--- src/design/qbz_pkg.sv ---
// Shared types and constants of the quadratic Bezier segment generator
`timescale 1ns / 1ps

package qbz_pkg;

    localparam int COORD_W = 16;
    localparam int DIFF_W  = COORD_W + 1;

    typedef logic signed [COORD_W-1:0] coord_t;

    // One curve: start, control and end point
    typedef struct packed {
        coord_t start_x;
        coord_t start_y;
        coord_t control_x;
        coord_t control_y;
        coord_t end_x;
        coord_t end_y;
    } curve_t;

    // Control that travels down the pipeline beside the coordinates
    typedef struct packed {
        logic   first;
        logic   last;
        coord_t start_x;
        coord_t start_y;
    } side_t;

endpackage

--- src/design/qbz_curve_if.sv ---
// Request channel carrying one quadratic Bezier curve
`timescale 1ns / 1ps

interface qbz_curve_if;
    logic           valid;
    logic           ready;
    qbz_pkg::coord_t start_x;
    qbz_pkg::coord_t start_y;
    qbz_pkg::coord_t control_x;
    qbz_pkg::coord_t control_y;
    qbz_pkg::coord_t end_x;
    qbz_pkg::coord_t end_y;

    modport source (
        output valid, start_x, start_y, control_x, control_y, end_x, end_y,
        input  ready
    );
    modport sink (
        input  valid, start_x, start_y, control_x, control_y, end_x, end_y,
        output ready
    );
endinterface

--- src/design/qbz_seg_if.sv ---
// Request channel carrying one line segment of the polyline
`timescale 1ns / 1ps

interface qbz_seg_if;
    logic           valid;
    logic           ready;
    qbz_pkg::coord_t from_x;
    qbz_pkg::coord_t from_y;
    qbz_pkg::coord_t to_x;
    qbz_pkg::coord_t to_y;
    logic           last;

    modport source (
        output valid, from_x, from_y, to_x, to_y, last,
        input  ready
    );
    modport sink (
        input  valid, from_x, from_y, to_x, to_y, last,
        output ready
    );
endinterface

--- src/design/qbz_lerp.sv ---
// Two-stage fixed-point lerp: a + floor((b - a) * k / 2^SHIFT)
`timescale 1ns / 1ps

module qbz_lerp #(
    parameter int KW    = 6,
    parameter int SHIFT = 5
) (
    input  logic              clk,
    input  logic              en,
    input  qbz_pkg::coord_t   a,
    input  qbz_pkg::coord_t   b,
    input  logic [KW-1:0]     k,
    output qbz_pkg::coord_t   res
);

    localparam int PW = qbz_pkg::DIFF_W + KW + 1;

    qbz_pkg::coord_t                    a_reg;
    logic signed [qbz_pkg::DIFF_W-1:0]  diff_reg;
    logic [KW-1:0]                      k_reg;
    qbz_pkg::coord_t                    res_reg;
    qbz_pkg::coord_t                    res_next;
    logic signed [PW-1:0]               prod;
    logic signed [PW-1:0]               step;

    // Stage B: scale the difference, floor-shift, add the base
    always_comb
    begin
        prod     = PW'(diff_reg) * $signed({1'b0, k_reg});
        step     = prod >>> SHIFT;
        res_next = a_reg + qbz_pkg::coord_t'(step);
    end

    // Stage A captures base and difference, stage B the result
    always_ff @(posedge clk)
    begin
        if (en)
        begin
            a_reg    <= a;
            diff_reg <= $signed({b[qbz_pkg::COORD_W-1], b})
                      - $signed({a[qbz_pkg::COORD_W-1], a});
            k_reg    <= k;
            res_reg  <= res_next;
        end
    end

    assign res = res_reg;

endmodule

--- src/design/qbz_seq.sv ---
// Step sequencer: holds a curve and issues k = 1..SEGMENTS, one per cycle while en is high
`timescale 1ns / 1ps

module qbz_seq #(
    parameter int SEGMENTS = 32,
    parameter int KW       = 6
) (
    input  logic              clk,
    input  logic              rst_n,
    input  logic              en,
    qbz_curve_if.sink         curve,
    output logic              issue_valid,
    output logic [KW-1:0]     k,
    output qbz_pkg::curve_t   pts,
    output qbz_pkg::side_t    side
);

    localparam logic [KW-1:0] K_LAST = KW'(SEGMENTS);

    logic              active_reg;
    logic              active_next;
    logic [KW-1:0]     k_reg;
    logic [KW-1:0]     k_next;
    qbz_pkg::curve_t   pts_reg;
    logic              at_last;
    logic              take;

    assign at_last     = (k_reg == K_LAST);
    // A new curve may enter while the previous one issues its final step
    assign curve.ready = en && (!active_reg || at_last);
    assign take        = curve.valid && curve.ready;

    // Step counter
    always_comb
    begin
        active_next = active_reg;
        k_next      = k_reg;
        if (take)
        begin
            active_next = 1'b1;
            k_next      = KW'(1);
        end
        else if (en && active_reg)
        begin
            if (at_last)
                active_next = 1'b0;
            else
                k_next = k_reg + KW'(1);
        end
    end

    always_ff @(posedge clk or negedge rst_n)
    begin
        if (!rst_n)
        begin
            active_reg <= 1'b0;
            k_reg      <= '0;
        end
        else
        begin
            active_reg <= active_next;
            k_reg      <= k_next;
        end
    end

    // Curve points, held for the whole curve
    always_ff @(posedge clk)
    begin
        if (take)
        begin
            pts_reg.start_x   <= curve.start_x;
            pts_reg.start_y   <= curve.start_y;
            pts_reg.control_x <= curve.control_x;
            pts_reg.control_y <= curve.control_y;
            pts_reg.end_x     <= curve.end_x;
            pts_reg.end_y     <= curve.end_y;
        end
    end

    assign issue_valid  = active_reg;
    assign k            = k_reg;
    assign pts          = pts_reg;
    assign side.first   = (k_reg == KW'(1));
    assign side.last    = at_last;
    assign side.start_x = pts_reg.start_x;
    assign side.start_y = pts_reg.start_y;

endmodule

--- src/design/quadratic_bezier_segment_generator.sv ---
// Top level of the quadratic Bezier segment generator
//
// Channels: curve (sink) takes one request per curve: start, control and end
// point in signed Q12.4. seg (source) gives SEGMENTS requests per curve, the
// polyline segments at t = k/SEGMENTS for k = 1..SEGMENTS; from of the first
// segment is the start point, to of the last is the end point, and last is
// set on the final one. SEGMENTS must be a power of two from 2 to 64.
// Throughput: while seg.ready stays high, one segment per cycle; the step
// sequencer issues one k per cycle and the next curve is taken while
// the final step of the current one issues, so curves run back to back.
// After a curve is accepted its first segment passes the sequencer registers,
// two lerp levels of two stages each, then the output register, onto seg.
// Reset clears the sequencer and all valid bits; no request is in flight.
// While a segment waits on seg.ready, the whole pipeline holds with the
// output register, curve.ready drops, and nothing is lost or repeated.
`timescale 1ns / 1ps

module quadratic_bezier_segment_generator #(
    parameter int SEGMENTS = 32
) (
    input  logic      clk,
    input  logic      rst_n,
    qbz_curve_if.sink curve,
    qbz_seg_if.source seg
);

    localparam int SHIFT = $clog2(SEGMENTS);
    localparam int KW    = SHIFT + 1;

    logic              en;
    logic              issue_valid;
    logic [KW-1:0]     issue_k;
    qbz_pkg::curve_t   pts;
    qbz_pkg::side_t    issue_side;

    logic              v_reg    [1:4];
    qbz_pkg::side_t    side_reg [1:4];
    logic [KW-1:0]     k_reg    [1:2];

    qbz_pkg::coord_t   q1x, q2x, q1y, q2y, ptx, pty;

    logic              valid_reg;
    qbz_pkg::coord_t   from_x_reg, from_y_reg, to_x_reg, to_y_reg;
    logic              last_reg;
    qbz_pkg::coord_t   prev_x_reg, prev_y_reg;

    // Whole pipeline advances when the output register is free or drains
    assign en = !valid_reg || seg.ready;

    qbz_seq #(.SEGMENTS(SEGMENTS), .KW(KW)) u_seq (
        .clk         (clk),
        .rst_n       (rst_n),
        .en          (en),
        .curve       (curve),
        .issue_valid (issue_valid),
        .k           (issue_k),
        .pts         (pts),
        .side        (issue_side)
    );

    // First lerp level: start-control and control-end
    qbz_lerp #(.KW(KW), .SHIFT(SHIFT)) u_l1x_a (
        .clk(clk), .en(en), .a(pts.start_x), .b(pts.control_x), .k(issue_k), .res(q1x)
    );
    qbz_lerp #(.KW(KW), .SHIFT(SHIFT)) u_l1x_b (
        .clk(clk), .en(en), .a(pts.control_x), .b(pts.end_x), .k(issue_k), .res(q2x)
    );
    qbz_lerp #(.KW(KW), .SHIFT(SHIFT)) u_l1y_a (
        .clk(clk), .en(en), .a(pts.start_y), .b(pts.control_y), .k(issue_k), .res(q1y)
    );
    qbz_lerp #(.KW(KW), .SHIFT(SHIFT)) u_l1y_b (
        .clk(clk), .en(en), .a(pts.control_y), .b(pts.end_y), .k(issue_k), .res(q2y)
    );

    // Second lerp level gives the curve point
    qbz_lerp #(.KW(KW), .SHIFT(SHIFT)) u_l2x (
        .clk(clk), .en(en), .a(q1x), .b(q2x), .k(k_reg[2]), .res(ptx)
    );
    qbz_lerp #(.KW(KW), .SHIFT(SHIFT)) u_l2y (
        .clk(clk), .en(en), .a(q1y), .b(q2y), .k(k_reg[2]), .res(pty)
    );

    // Valid bits along the lerp stages
    always_ff @(posedge clk or negedge rst_n)
    begin
        if (!rst_n)
        begin
            for (int i = 1; i <= 4; i++)
                v_reg[i] <= 1'b0;
        end
        else if (en)
        begin
            v_reg[1] <= issue_valid;
            for (int i = 2; i <= 4; i++)
                v_reg[i] <= v_reg[i-1];
        end
    end

    // Side data and step index along the lerp stages
    always_ff @(posedge clk)
    begin
        if (en)
        begin
            side_reg[1] <= issue_side;
            for (int i = 2; i <= 4; i++)
                side_reg[i] <= side_reg[i-1];
            k_reg[1] <= issue_k;
            k_reg[2] <= k_reg[1];
        end
    end

    // Output register valid
    always_ff @(posedge clk or negedge rst_n)
    begin
        if (!rst_n)
            valid_reg <= 1'b0;
        else if (en)
            valid_reg <= v_reg[4];
    end

    // Output payload; the previous point becomes the next segment's from
    always_ff @(posedge clk)
    begin
        if (en && v_reg[4])
        begin
            from_x_reg <= side_reg[4].first ? side_reg[4].start_x : prev_x_reg;
            from_y_reg <= side_reg[4].first ? side_reg[4].start_y : prev_y_reg;
            to_x_reg   <= ptx;
            to_y_reg   <= pty;
            last_reg   <= side_reg[4].last;
            prev_x_reg <= ptx;
            prev_y_reg <= pty;
        end
    end

    assign seg.valid  = valid_reg;
    assign seg.from_x = from_x_reg;
    assign seg.from_y = from_y_reg;
    assign seg.to_x   = to_x_reg;
    assign seg.to_y   = to_y_reg;
    assign seg.last   = last_reg;

endmodule

--- src/flat_wrapper.sv ---
// flat-port wrapper written by rule: the top's interface ports become plain ports
module quadratic_bezier_segment_generator_flat 
#(
    parameter int SEGMENTS = 32
)
  (clk, rst_n, curve_valid, curve_start_x, curve_start_y, curve_control_x, curve_control_y, curve_end_x, curve_end_y, curve_ready, seg_valid, seg_from_x, seg_from_y, seg_to_x, seg_to_y, seg_last, seg_ready);
  qbz_curve_if curve_i ();
  qbz_seg_if seg_i ();
  input  logic clk;
  input  logic rst_n;
  input wire logic [$bits(curve_i.valid)-1:0] curve_valid;
  input wire logic [$bits(curve_i.start_x)-1:0] curve_start_x;
  input wire logic [$bits(curve_i.start_y)-1:0] curve_start_y;
  input wire logic [$bits(curve_i.control_x)-1:0] curve_control_x;
  input wire logic [$bits(curve_i.control_y)-1:0] curve_control_y;
  input wire logic [$bits(curve_i.end_x)-1:0] curve_end_x;
  input wire logic [$bits(curve_i.end_y)-1:0] curve_end_y;
  output wire logic [$bits(curve_i.ready)-1:0] curve_ready;
  output wire logic [$bits(seg_i.valid)-1:0] seg_valid;
  output wire logic [$bits(seg_i.from_x)-1:0] seg_from_x;
  output wire logic [$bits(seg_i.from_y)-1:0] seg_from_y;
  output wire logic [$bits(seg_i.to_x)-1:0] seg_to_x;
  output wire logic [$bits(seg_i.to_y)-1:0] seg_to_y;
  output wire logic [$bits(seg_i.last)-1:0] seg_last;
  input wire logic [$bits(seg_i.ready)-1:0] seg_ready;
  assign curve_i.valid = curve_valid;
  assign curve_i.start_x = curve_start_x;
  assign curve_i.start_y = curve_start_y;
  assign curve_i.control_x = curve_control_x;
  assign curve_i.control_y = curve_control_y;
  assign curve_i.end_x = curve_end_x;
  assign curve_i.end_y = curve_end_y;
  assign curve_ready = curve_i.ready;
  assign seg_valid = seg_i.valid;
  assign seg_from_x = seg_i.from_x;
  assign seg_from_y = seg_i.from_y;
  assign seg_to_x = seg_i.to_x;
  assign seg_to_y = seg_i.to_y;
  assign seg_last = seg_i.last;
  assign seg_i.ready = seg_ready;
  quadratic_bezier_segment_generator #(.SEGMENTS(SEGMENTS)) u_core (.clk(clk), .rst_n(rst_n), .curve(curve_i), .seg(seg_i));
endmodule
--- config.mk ---
export PLATFORM = sky130hd
export DESIGN_NAME = quadratic_bezier_segment_generator_flat
export DESIGN_NICKNAME = d
export VERILOG_FILES = /design/src/design/qbz_pkg.sv /design/src/design/qbz_curve_if.sv /design/src/design/qbz_seg_if.sv /design/src/design/qbz_lerp.sv /design/src/design/qbz_seq.sv /design/src/design/quadratic_bezier_segment_generator.sv /design/src/flat_wrapper.sv
export SDC_FILE = /design/constraint.sdc
export NUM_CORES = 2
export LEC_CHECK = 0
export ABC_AREA = 1
export BUFFER_PORTS_ARGS = -buffer_cell sky130_fd_sc_hd__buf_2
export CAP_MARGIN = 20
export CORE_UTILIZATION = 55
export DETAILED_ROUTE_END_ITERATION = 12
export GPL_TIMING_DRIVEN = 0
export PLACE_DENSITY = 0.75
export SKIP_CTS_REPAIR_TIMING = 1
export SLEW_MARGIN = 10
export SYNTH_ARGS = -nofsm -noshare
export SYNTH_HDL_FRONTEND = slang
export SYNTH_HIERARCHICAL = 1
export SYNTH_SLANG_ARGS = --single-unit
--- constraint.sdc ---
create_clock -name clk -period 39.3 [get_ports clk]
set_clock_uncertainty 0.1 [all_clocks]
set_input_delay 11.79 -clock clk [delete_from_list [all_inputs] [get_ports clk]]
set_output_delay 11.79 -clock clk [all_outputs]
set_load 0.02 [all_outputs]
==> results by group <==
Worst hold path
  • Hold Crit Start: u_core/k_reg[1][3]
  • Hold Path Class: reg -> reg
  • Worst hold stages: 0
  • WHS Endpoint: u_core/k_reg[2][3]

Floorplan
  • I/O pin total: ~170
  • Die H: a little over 300 µm
  • Die area: 95600 µm²
  • Area of the core: 93300 µm²
  • # rows: 112
  • Initial Util: a little under three fifths
  • Die X-Extent: around 310 µm

Global routing
  • Gr usage total: 25.1%
  • Vias in the first global route: 36800
  • First-pass GRT wire length: 188000 µm
  • Total gr overflow: 0
  • Initial antenna violation count: 3
  • Pin count of the biggest net entering global routing: between 80 and 90

Routing
  • DRC: 0
  • Drt initial violations: about 2400
  • Vias: 37200
  • Aggregate routed wire length: 117000 µm
  • DR pass1 iterations: 6
  • Vias/cell: 5.08
  • WL per Instance: 16.0 µm
  • Routed Antenna Nets: 0

Synthesis
  • EDFF count, synth: 639
  • Ranking of synthesized cells by area: edfxtp_1 (37%), fa_1 (15%), nand2_1 (11%)
  • Top cell type's share of synthesized area: 37.0%
  • Number of synthesis warnings: 6
  • Mapped Cells: 5749
  • Mapped Avg Cell Area: between 9 and 10 µm²
  • Share of async-settable or async-resettable flops after synthesis: roughly 1.8%
  • Synth Net Count: 6662
  • Syn Std Cell Area: 51900 µm²
  • Most frequent cell after synthesis: nand2_1
  • Largest area contributor in the netlist: edfxtp_1
  • Synth top cells by count: nand2_1 (1469), inv_1 (1391), edfxtp_1 (639)
  • FF+latch count, synth: around 650
  • Sequential-to-total area share from yosys stat: 37.6%
  • Ys flop type: edfxtp_1
  • Distinct cells, synth: 51

Timing
  • Tmin final: approximately 26 ns
  • Final Hold Viols: 0
  • Period Utilization, post-route: 65.0%
  • RSZ-0062 raised after global routing: no
  • Max-slew violation count: 0
  • Peak Freq: roughly 0.04 GHz
  • Final setup fails: 0
  • Slew of the pin with the lowest slew margin: 0.680 ns
  • Rel. slew slack: between 50% and 60%
  • Final TNS setup: 0 ns

Worst setup path
  • Crit end category: output pin
  • Arrival time at the worst endpoint: ~14 ns
  • R2R cell count: 27
  • Startpoint type of the worst setup path: input port
  • RR Endpoint: u_core/u_l1x_b/res[15]
  • R2R Setup Slk: 32.72 ns
  • RR Startpoint: u_core/u_l1x_b/k_reg[3]
  • Required time worst endpoint: 27.41 ns
  • Critical setup path kind: in -> out
  • Max FO, Critical Path: 66

Clock network
  • H-tree depth: 3
  • CTS Root Cell: clkbuf_16
  • Worst-Skew Late Latency: roughly 0.67 ns
  • Bufs on Longest Clock Path: 3
  • Clock transition at path regs: around 0.060 ns
  • CTS tree: built
  • Clock sinks: 651
  • CTS Buf Count: 72

Finish
  • Area grow syn2layout: 10.1%
  • Nets: 6913
  • Max reg flops: 136
  • Share of cells above drive strength 1: under 10%
  • Fillers: 7879
  • Fin util: 61.2%
  • Post-layout instance area: 57100 µm²

Flow run
  • MaxCap Viol Count: 0

Place
  • Final RePlAce weighted congestion: 0.943
  • Placed Area: 54600 µm²
  • I/O Buffers: 166
  • Half-perimeter wire length after placement: 94300 µm

Run status
  • Status: finished clean
## cell usage in the layout, fill, tap and decap left out, types with 40 or more instances in the layout
cell	netlist	routed
clkbuf_16	0	72
xor2_1	161	161
buf_4	42	42
clkbuf_1	48	52
o21ai_2	40	40
xnor2_1	61	61
nand3_1	212	212
nor2_1	181	181
nand2_1	1469	1468
inv_1	1391	1390
o21ai_0	96	96
buf_2	10	176
a21oi_1	266	265
nor3_1	43	43
edfxtp_1	639	639
ha_1	429	429
nand2_2	45	45
fa_1	384	384
## how the worst max path moves through the flow
stage               cells after the start          end       from
finish                                  7  curve_ready  seg_ready
global route                            7  curve_ready  seg_ready
floorplan                               4  curve_ready  seg_ready
global placement                        6  curve_ready  seg_ready
CTS                                     7  curve_ready  seg_ready
detailed placement                      7  curve_ready  seg_ready
## routing by layer
layer	global-route usage, %	routed length [µm]	vias up
met3	3.39	5690	197
met1	33.3	52000	17600
met2	42.8	56100	945
met5	0	0	-
li1	-	-	18400
met4	7.58	3190	0
## cells by family after synthesis
logic type | after synthesis | synth area share [%]
simple gates | 2027 | 16.1
buf+inv | 1511 | 11.5
fa+ha+maj | 813 | 25.2
flops | 651 | 37.6
compound gates | 525 | 5.94
xor+xnor | 222 | 3.75
## final cells by class
class                   instances  area, µm²  share of cell area, %
multi-input cells            3587      26500                   46.3
flip-flops and latches        651      19500                   34.1
inverters                    1398       5250                   9.20
clock buffers                  76       1820                   3.18
well taps                    1254       1570                   2.75
repair buffers                177       1110                   1.95
clock inverters                56        719                   1.26
plain buffers                 113        693                   1.21
diodes                          2       5.00                0.00876
## through the flow
step / cells / worst slack, ns / hold WS [ns]
detailed placement: 7180 / 13.80 / 0.305
floorplan: 5749 / 3.89 / 0.300
CTS: 7312 / 13.79 / 0.294
global route: 7312 / 13.68 / 0.306
global placement: 7169 / -0.566 / 0.300
finish: 7314 / 13.75 / 0.300
## worst max-delay path: stages
cell and delay [ns]:
buf_2 0.08, inv_1 0.12, nand2_4 0.46, buf_16 0.36, inv_1 0.10, nor2_1 0.43
buf_2 0.26
Power is left out: the tool's default activity adds up to more than one toggle a clock period on the data nets, which glitch-free logic cannot reach.
